$ cat src/rtl/rhtpb_pkg.sv
// Package for the refcounted hash table with page bump allocator.
// Holds status codes, register indexes, controller states and command/status structs.
`timescale 1ns / 1ps
package rhtpb_pkg;

	localparam int CFG_W = 21;

	typedef enum logic [1:0] {
		REG_TABLE_SLOTS = 2'd0,
		REG_PAGE_LOG2   = 2'd1,
		REG_FIRST_PAGE  = 2'd2,
		REG_TOTAL_PAGES = 2'd3
	} reg_idx_t;

	typedef enum logic [2:0] {
		ST_HIT      = 3'd0,
		ST_INSERTED = 3'd1,
		ST_FULL     = 3'd2,
		ST_NOPAGES  = 3'd3,
		ST_DECR     = 3'd4,
		ST_FREED    = 3'd5,
		ST_NOTFOUND = 3'd6,
		ST_BADKEY   = 3'd7
	} status_t;

	typedef enum logic [2:0] {
		S_CLEAR,
		S_IDLE,
		S_MOD,
		S_READ,
		S_CHECK,
		S_OUT
	} state_t;

	// controller -> datapath
	typedef struct packed {
		logic clr_step;   // write zero at clear pointer, advance
		logic load_req;   // capture request
		logic mod_step;   // one restoring step of key % n
		logic rd;         // issue table read at probe index
		logic probe_next; // advance probe index
		logic commit;     // perform update and form result
	} dp_cmd_t;

	// datapath -> controller
	typedef struct packed {
		logic clr_done;
		logic mod_done;
		logic bad_key;
		logic hit;        // key matches
		logic empty;      // slot empty
		logic pass_done;  // last probe of a full pass
	} dp_sts_t;

endpackage

$ cat src/rtl/rhtpb_ctrl.sv
// Controller state machine: clear sweep, modulo, probe loop, commit and result hold.
// Depends on rhtpb_pkg.
`timescale 1ns / 1ps
module rhtpb_ctrl (
	input  logic clk,
	input  logic arst_n,
	input  logic in_valid,
	output logic in_stall,
	output logic out_valid,
	input  logic out_stall,
	input  rhtpb_pkg::dp_sts_t sts,
	output rhtpb_pkg::dp_cmd_t cmd
);
	import rhtpb_pkg::*;

	state_t state_q, state_d;

	// next state
	always_comb begin
		state_d = state_q;
		case (state_q)
			S_CLEAR: if (sts.clr_done) state_d = S_IDLE;
			S_IDLE:  if (in_valid) state_d = S_MOD;
			S_MOD:   if (sts.mod_done) state_d = S_READ;
			S_READ:  state_d = S_CHECK;
			S_CHECK: begin
				if (sts.bad_key || sts.hit || sts.empty || sts.pass_done) state_d = S_OUT;
				else state_d = S_READ;
			end
			S_OUT: if (!out_stall) state_d = S_IDLE;
			default: state_d = S_IDLE;
		endcase
	end

	// outputs
	always_comb begin
		cmd = '0;
		in_stall = 1'b1;
		out_valid = 1'b0;
		case (state_q)
			S_CLEAR: cmd.clr_step = 1'b1;
			S_IDLE: begin
				in_stall = 1'b0;
				cmd.load_req = in_valid;
			end
			S_MOD: cmd.mod_step = 1'b1;
			S_READ: cmd.rd = 1'b1;
			S_CHECK: begin
				if (sts.bad_key || sts.hit || sts.empty || sts.pass_done) cmd.commit = 1'b1;
				else cmd.probe_next = 1'b1;
			end
			S_OUT: out_valid = 1'b1;
			default: ;
		endcase
	end

	always_ff @(posedge clk or negedge arst_n) begin
		if (!arst_n) state_q <= S_CLEAR;
		else state_q <= state_d;
	end
endmodule

$ cat config.mk
export PLATFORM = sky130hd
export DESIGN_NAME = rhtpb_ctrl
export DESIGN_NICKNAME = d
export VERILOG_FILES = /design/src/rtl/rhtpb_pkg.sv /design/src/rtl/rhtpb_ctrl.sv
export SDC_FILE = /design/constraint.sdc
export NUM_CORES = 1
export LEC_CHECK = 0
export BUFFER_PORTS_ARGS = -buffer_cell sky130_fd_sc_hd__buf_2
export CORE_AREA = 2 2 39 41
export CTS_CLUSTER_SIZE = 16
export DETAILED_ROUTE_END_ITERATION = 6
export DIE_AREA = 0 0 41 43
export GPL_ROUTABILITY_DRIVEN = 0
export SYNTH_ARGS = -nofsm -noshare
export SYNTH_HDL_FRONTEND = slang
export SYNTH_SLANG_ARGS = --single-unit
export TNS_END_PERCENT = 1
$ cat constraint.sdc
create_clock -name clk -period 2.42 [get_ports clk]
set_input_delay 0.726 -clock clk [delete_from_list [all_inputs] [get_ports clk]]
set_output_delay 0.726 -clock clk [all_outputs]
set_load 0.01 [all_outputs]
==> impl_metrics.ini, run 1 <==
[outcome]
outcome = finished clean

[clocking]
insertion_delay_ps = 230
cts-root-buf = clkbuf_4
cts_resized = 0
clock_path_buffers = 2
cts_made_buffers = 3
post_cts_buffers = 0
clk_pin_slew_ps = 40
cts.htree.levels = 1
cts_tree = built
cts.sinks = 3
cts_hold_buf = 0

[power_and_ir_drop]
p_total_uw = 352.8
power.switching_uw = 133.7
p_leak_nw = 0.1905
p_clk_share_pct = 24.7
switching_share_pct = 37.89
seqPwrFrac_pct = 30.0
vdd_drop_max_uv = 233.8
power_density_nw_per_um2 = 1029
p_comb_share_pct = 45.3
power.internal_uw = 219.1

[die]
core_area_sq_um = 1384
fp-row-count = 14
dieArea_sq_um = 1763
io-pin-count = 18
die_width_um = 41
die_h_um = 43
start_util_pct = 15.28

[worst_setup_path]
path_class = in2out
critPathCaptureType = primary output
r2r_start = state_q[0]$_DFFE_PN0P_
arrival_ps = 1660
cp-start-kind = input port
r2r_slack_ps = 1340
crit_fanout = 2
cp_data_required_time_ps = 1690
worst-r2r-cell-count = 2
worstReg2RegEnd = state_q[2]$_DFFE_PN0P_

[finish]
area_delta_synth_final_pct = 62.13
design_area_sq_um = 342.8
largest_reg_flops = 3
n_antenna_cell = 0
final_util_pct = 24.77
top_register = state_q
largestRegisters = state_q x3
layoutNonFillerInstCount = 58
drive_gt1_share_pct = 52.38
nNetsFinal = 53
fillers = 164

[sta]
finalHoldViolCount = 0
setup_violations = 0
slew_headroom_pct = 74.85
fmax_ghz = 0.4195
tns_ps = 0
slew_viol_final = 0
rsz0062_at_grt = no
fin_crit_sh_pct = 98.51
fin_crit_ps = 2384
fin_worst_skew_ps = 0.2385
tightest_slew_ps = 372.2

[placed_design]
placed_cell_area_sq_um = 316.6
place_hpwl_um = 439.9
place_inst = 54
port_buffers = 17

[synth]
yosysSeqAreaShare_pct = 35.50
synthFlopType = dfrtp_1
synth_edf_count = 0
synth.avg_cell_area_sq_um = 10.07
yosys_register_bits = 3
synth_top_cell_by_area = dfrtp_1
netlist_area_sq_um = 211.5
synthCells = 21
synth_nets = 31
synth_area_leaders = dfrtp_1 36%, a211o_1 8.3%, nor3b_1 7.1%, nand2b_1 5.9%, or4_4 5.3%
yosysWarnings = 0
synth.distinct_cells = 16
yosysTopAreaCellShare_pct = 35.50
ys_async_sr_fraction_pct = 100.0
synth_most_common_cell = dfrtp_1
yosys-top-cells-count = 3 x dfrtp_1, 2 x a211o_1, 2 x nand2b_1, 2 x nor3b_1

[global_routing]
grt-ovfl-total = 0
grt_max_degree = 9
first_global_vias = 215
grtUsageTotal_pct = 6.949
grt_pass1_wl_um = 759
antenna_found_initial = 0

[route]
wl_per_cell_um = 8.741
drc = 0
ant_nets = 0
vias = 244
drt_wl_total_um = 507
viasPerCell = 4.207
first_pass_iters = 2
drt_first_iter_violations = 2

[flow_run]
maxCapViolCount = 0

[worst_hold_path]
hold_class = in2async
layer usage:
layer / vias to the layer above / wire length [um] / share of wire (%) / GRT usage [%]
met1: 111 / 187 / 37 / 7.143
met4: 0 / 0 / 0 / 6.000
met2: 7 / 272 / 54 / 9.063
li1: 126 / - / - / -
met3: 0 / 47 / 9.3 / 4.712
met5: - / 0 / 0 / 0
critical path: stages:
cell	delay, ps
buf_2	100
or4_4	520
and2_2	180
buf_2	130
cells in the final DEF (no fill, tap or decap):
cell	instances
a211o_1	2
and2_1	1
and2_2	1
and3b_1	1
and4b_1	1
buf_2	17
clkbuf_1	1
clkbuf_4	3
dfrtp_1	3
inv_1	1
mux2i_1	1
nand2b_1	2
nor2_1	1
nor3_1	1
nor3b_1	2
nor4_1	1
nor4bb_1	1
o221ai_1	1
or4_4	1
per-stage QoR:
step                hold WS [ps]  setup WS (ps)
finish                     281.5          36.07
global route               274.4          3.036
CTS                        275.5          28.85
detailed placement         524.1          28.85
global placement           522.3          30.39
floorplan                  430.4          259.4
cell families after synthesis:
group | after synthesis | synth area share, %
and+or+nand+nor | 13 | 45.56
muxes | 1 | 4.734
AOI/OAI and AO/OA | 3 | 12.43
buffers and inverters | 1 | 1.773
DFF | 3 | 35.50
power by group through the flow:
stage	Sequential [mW]	Clock [mW]	Combinational, mW
final	0.106	0.0873	0.160
after CTS	0.106	0.0912	0.163
after global placement	0.106	0	0.163
after floorplan	0.0988	0	0.105
after detailed placement	0.107	0	0.163
after global routing	0.113	0.0945	0.178
worst max-delay path by stage:
stage / from / cells past startpoint / end / slack [ps]
6_report: sts[2] / 4 / cmd[0] / 40
5_1_grt: sts[2] / 4 / cmd[0] / 3
2_1_floorplan: sts[2] / 2 / cmd[0] / 260
3_3_place_gp: sts[2] / 4 / cmd[0] / 30
3_5_place_dp: sts[2] / 4 / cmd[0] / 30
4_1_cts: sts[2] / 4 / cmd[0] / 30
cell type report:
class | instances | area (sq um) | area share [%]
inverter | 1 | 3.754 | 1.095
sequential | 3 | 75.07 | 21.90
clock buffer | 4 | 26.28 | 7.664
tap | 16 | 20.02 | 5.839
multi-input combinational | 17 | 132.6 | 38.69
timing repair buffer | 17 | 85.08 | 24.82
(Power assumes the default switching activity.)
==> inputs of run 2 (changes only) <==
--- a/config.mk
+++ b/config.mk
@@ -5,7 +5,7 @@
 export SDC_FILE = /design/constraint.sdc
 export NUM_CORES = 1
 export LEC_CHECK = 0
-export BUFFER_PORTS_ARGS = -buffer_cell sky130_fd_sc_hd__buf_2
+export BUFFER_PORTS_ARGS = -buffer_cell sky130_fd_sc_hd__buf_4
 export CORE_AREA = 2 2 39 41
 export CTS_CLUSTER_SIZE = 16
 export DETAILED_ROUTE_END_ITERATION = 6
==> impl_metrics.ini, run 2 (same netlist as run 1, synthesis figures left out) <==
[sta]
tightest_slew_ps = 419.5
slew_headroom_pct = 71.97
fin_crit_sh_pct = 97.74
rsz0062_at_grt = no
fin_crit_ps = 2365
tns_ps = 0
fmax_ghz = 0.4228
slew_viol_final = 0
setup_violations = 0
fin_worst_skew_ps = 0.4807
finalHoldViolCount = 0

[clocking]
cts_made_buffers = 3
clock_path_buffers = 2
cts-root-buf = clkbuf_4
cts_tree = built
insertion_delay_ps = 230
post_cts_buffers = 0
clk_pin_slew_ps = 40
cts.htree.levels = 1
cts.sinks = 3

[route]
first_pass_iters = 1
drt_wl_total_um = 536
vias = 246
drc = 0
drt_first_iter_violations = 0
viasPerCell = 4.241
ant_nets = 0
wl_per_cell_um = 9.241

[finish]
final_cell_mix = 17 x buf_4, 3 x clkbuf_4, 3 x dfrtp_1
nNetsFinal = 53
final_common_cell = buf_4
largest_reg_flops = 3
top_register = state_q
n_antenna_cell = 0
fillers = 158
area_delta_synth_final_pct = 82.84
largestRegisters = state_q x3
drive_gt1_share_pct = 52.38

[global_routing]
grtUsageTotal_pct = 7.359
antenna_found_initial = 0
grt-ovfl-total = 0
first_global_vias = 232
busiest_layer = met2
grtUsageMet3_pct = 2.094
met2_usage_pct = 10.31
grt_max_degree = 9
use_met1_pct = 7.818
grt_pass1_wl_um = 834

[power_and_ir_drop]
p_total_uw = 384.3
p_leak_nw = 0.2009
vdd_drop_max_uv = 316.0
power_density_nw_per_um2 = 994.0

[worst_setup_path]
critPathCaptureType = primary output
r2r_slack_ps = 1310
path_cells = buf_4, or4_4, and2_4, buf_4
critPathLaunch = sts[2]
arrival_ps = 1640
path_class = in2out
crit_end = cmd[0]
worst-r2r-cell-count = 2
crit_fanout = 2
r2r_start = state_q[0]$_DFFE_PN0P_
cpMaxStageDelayCell = or4_4
cp_data_required_time_ps = 1690
cp-start-kind = input port
worstReg2RegEnd = state_q[2]$_DFFE_PN0P_
critPathMaxStageDelay_ps = 520
cp_common_cell = buf_4

[outcome]
outcome = finished clean

[die]
die_width_um = 41
die_h_um = 43
io-pin-count = 18
core_area_sq_um = 1384
start_util_pct = 15.28
fp-row-count = 14
dieArea_sq_um = 1763

[worst_hold_path]
hold_class = in2async

[placed_design]
place_hpwl_um = 447.3
port_buffers = 17

[flow_run]
maxCapViolCount = 0
## run 2: changes by cell type in the layout (fill, tap and decap cells not counted)
| cell | change |
|---|---|
| and2_2 | -1 |
| buf_4 | +17 |
| buf_2 | -17 |
| and2_4 | +1 |
## run 2: final cells by class
class                   instances  area [sq um]  area share, %
repair buffers                 17         127.6          33.01
inverters                       1         3.754         0.9709
well taps                      16         20.02          5.178
clock buffers                   4         26.28          6.796
flip-flops and latches          3         75.07          19.42
multi-input cells              17         133.9          34.63
## run 2: worst min path at each step
stage / to / cells after the start
after floorplan: state_q[0]$_DFFE_PN0P_ / 0
after CTS: state_q[0]$_DFFE_PN0P_ / 1
after detailed placement: state_q[0]$_DFFE_PN0P_ / 1
final: state_q[0]$_DFFE_PN0P_ / 1
after global placement: state_q[0]$_DFFE_PN0P_ / 1
after global routing: state_q[1]$_DFFE_PN0P_ / 1
## run 2: per-layer routing
| metal | routed length, um | vias up |
|---|---|---|
| met5 | 0 | - |
| met4 | 0 | 0 |
| met3 | 46 | 0 |
| met2 | 302 | 7 |
| met1 | 187 | 114 |
| li1 | - | 125 |
## run 2: what timing repair did
action | CTS | global route
endpoints found under the setup margin | 0 | 1
gates resized for setup | 0 | 1
hold buffers | 0 | 0
## run 2: critical path: cells and delay by family
kind | cells | cell delay [ps]
simple gates | 2 | 670
buf+inv | 2 | 240
## run 2: power breakdown
group | switching [mW] | leakage, nW | total, mW | internal (mW)
Sequential | 0.0351 | 0.0377 | 0.107 | 0.0715
Combinational | 0.0766 | 0.148 | 0.190 | 0.114
Clock | 0.0254 | 0.0150 | 0.0872 | 0.0618
## run 2: through the flow
| step | hold WS (ps) | util (%) | std cells | area [sq um] | setup WS, ps |
|---|---|---|---|---|---|
| after CTS | 265.6 | 27.85 | 58 | 385.4 | 16.15 |
| after global placement | 516.9 | 25.95 | 54 | 359.1 | 16.66 |
| final | 275.3 | 27.94 | 58 | 386.6 | 54.71 |
| after detailed placement | 517.4 | 25.95 | 54 | 359.1 | 16.15 |
| after floorplan | 430.4 | - | 21 | 211.5 | 259.4 |
| after global routing | 269.6 | 27.94 | 58 | 386.6 | 31.71 |
==> inputs of run 3 (changes only) <==
--- a/config.mk
+++ b/config.mk
@@ -5,6 +5,7 @@
 export SDC_FILE = /design/constraint.sdc
 export NUM_CORES = 1
 export LEC_CHECK = 0
+export ABC_AREA = 1
 export BUFFER_PORTS_ARGS = -buffer_cell sky130_fd_sc_hd__buf_4
 export CORE_AREA = 2 2 39 41
 export CTS_CLUSTER_SIZE = 16
==> impl_metrics.ini, run 3 <==
[synth]
yosysTopAreaCellShare_pct = 30.77
synthXorXnorAreaFrac_pct = 0
synth_top_cell_by_area = dfrtp_1
synth_nets = 52
synth_compound_area_share_pct = 3.077
synthCells = 42
synth.distinct_cells = 11
synth-simple-area-share_pct = 47.69
synth_area_leaders = dfrtp_1 31%, inv_1 17%, nand2_1 15%, nor2_1 9.2%, nand3_1 6.2%
yosysWarnings = 0
synth.avg_cell_area_sq_um = 5.809
ys_async_sr_fraction_pct = 100.0
synthMuxAreaShare_pct = 0
synthFlopType = dfrtp_1
synth_top_family_by_area = simple AND/OR/NAND/NOR gates
yosys-top-cells-count = 11 x inv_1, 10 x nand2_1, 6 x nor2_1
netlist_area_sq_um = 244.0
synth_edf_count = 0
yosys_register_bits = 3
synth_most_common_cell = inv_1
yosysSeqAreaShare_pct = 30.77
synthAdderAreaFrac_pct = 0

[clocking]
cts_hold_buf = 0
cts_made_buffers = 3
cts_resized = 0
insertion_delay_ps = 230
post_cts_buffers = 0
clock_path_buffers = 2
cts_tree = built
cts.htree.levels = 1
cts-root-buf = clkbuf_4
clk_pin_slew_ps = 40
cts.sinks = 3

[finish]
top_register = state_q
drive_gt1_share_pct = 34.92
final_cell_mix = 17 x buf_4, 11 x inv_1, 10 x nand2_1
nNetsFinal = 74
area_delta_synth_final_pct = 71.28
largestRegisters = state_q x3
n_antenna_cell = 0
final_common_cell = buf_4
design_area_sq_um = 417.9
largest_reg_flops = 3
fillers = 154
final_util_pct = 30.20

[sta]
rsz0062_at_grt = no
fmax_ghz = 0.4972
slew_viol_final = 0
whs_ps = 274.9
fin_crit_sh_pct = 83.12
fin_crit_ps = 2011
finalHoldViolCount = 0
setup_violations = 0
tns_ps = 0
slew_headroom_pct = 84.25
tightest_slew_ps = 234.5
fin_worst_skew_ps = 0.7483

[worst_setup_path]
r2r_start = state_q[0]$_DFFE_PN0P_
cp-start-kind = input port
cpMaxStageDelayCell = nor2_1
r2r_slack_ps = 1360
worstReg2RegEnd = state_q[1]$_DFFE_PN0P_
cp_data_required_time_ps = 1690
path_class = in2out
path_cells = buf_4, inv_1, nand2_1, nor2_1, nand2_1, inv_1, buf_4
critPathLaunch = sts[3]
critPathMaxStageDelay_ps = 130
critPathCaptureType = primary output
crit_end = cmd[1]
crit_fanout = 2
worst-r2r-cell-count = 7
arrival_ps = 1290

[global_routing]
first_global_vias = 250
grt_pass1_wl_um = 952
antenna_found_initial = 0
grt-ovfl-total = 0
grtUsageTotal_pct = 8.560
grt_max_degree = 7

[route]
viasPerCell = 3.861
ant_nets = 0
drc = 0
drt_first_iter_violations = 3
wl_per_cell_um = 7.608
vias = 305
first_pass_iters = 4
drt_wl_total_um = 601

[power_and_ir_drop]
vdd_drop_max_uv = 308.8
power_density_nw_per_um2 = 1049
p_leak_nw = 0.2727
p_total_uw = 438.6

[placed_design]
placed_cell_area_sq_um = 391.6
place_hpwl_um = 504.6
port_buffers = 17

[outcome]
outcome = finished clean

[die]
fp-row-count = 14
die_width_um = 41
core_area_sq_um = 1384
dieArea_sq_um = 1763
die_h_um = 43
start_util_pct = 17.63
io-pin-count = 18

[worst_hold_path]
hold_class = in2async

[flow_run]
maxCapViolCount = 0
run 3: worst min path at each step:
stage            from                      to  slack, ps  depth (start not counted)
3_3_place_gp   arst_n  state_q[0]$_DFFE_PN0P_        520                          1
5_1_grt        arst_n  state_q[0]$_DFFE_PN0P_        260                          1
2_1_floorplan  arst_n  state_q[0]$_DFFE_PN0P_        430                          0
3_5_place_dp   arst_n  state_q[0]$_DFFE_PN0P_        520                          1
4_1_cts        arst_n  state_q[0]$_DFFE_PN0P_        270                          1
6_report       arst_n  state_q[0]$_DFFE_PN0P_        270                          1
run 3: critical path: cells and delay by family:
kind | cells | cell delay [ps]
and+or+nand+nor | 3 | 260
buffers and inverters | 4 | 310
run 3: metal layers:
metal	part of all wire [%]	up-vias	routed length, um	global-route usage [%]
met3	11	0	64	4.712
met2	46	8	274	9.375
met1	44	125	262	11.04
li1	-	172	-	-
met4	0	0	0	8.000
met5	0	-	0	0
run 3: where the power goes:
group | switching (mW) | total [mW] | internal (mW)
registers | 0.0297 | 0.104 | 0.0739
logic | 0.134 | 0.247 | 0.114
clock network | 0.0259 | 0.0876 | 0.0618
total | 0.189 | 0.439 | 0.249
run 3: layout make-up:
| type | count | area [sq um] | area share, % |
|---|---|---|---|
| clock buffers | 4 | 26.28 | 6.287 |
| repair buffers | 17 | 127.6 | 30.54 |
| well taps | 16 | 20.02 | 4.790 |
| multi-input cells | 27 | 123.9 | 29.64 |
| inverters | 12 | 45.04 | 10.78 |
| flip-flops and latches | 3 | 75.07 | 17.96 |
run 3: cells by family after synthesis:
logic type / Yosys count
AO/OA/AOI/OAI: 1
buffers and inverters: 12
flip-flops: 3
AND/OR/NAND/NOR: 26
run 3: per-stage QoR:
stage	worst slack (ps)	instances
after floorplan	617.2	42
after global placement	415.2	75
after detailed placement	401.8	75
after CTS	403.9	79
after global routing	331.9	79
final	408.6	79
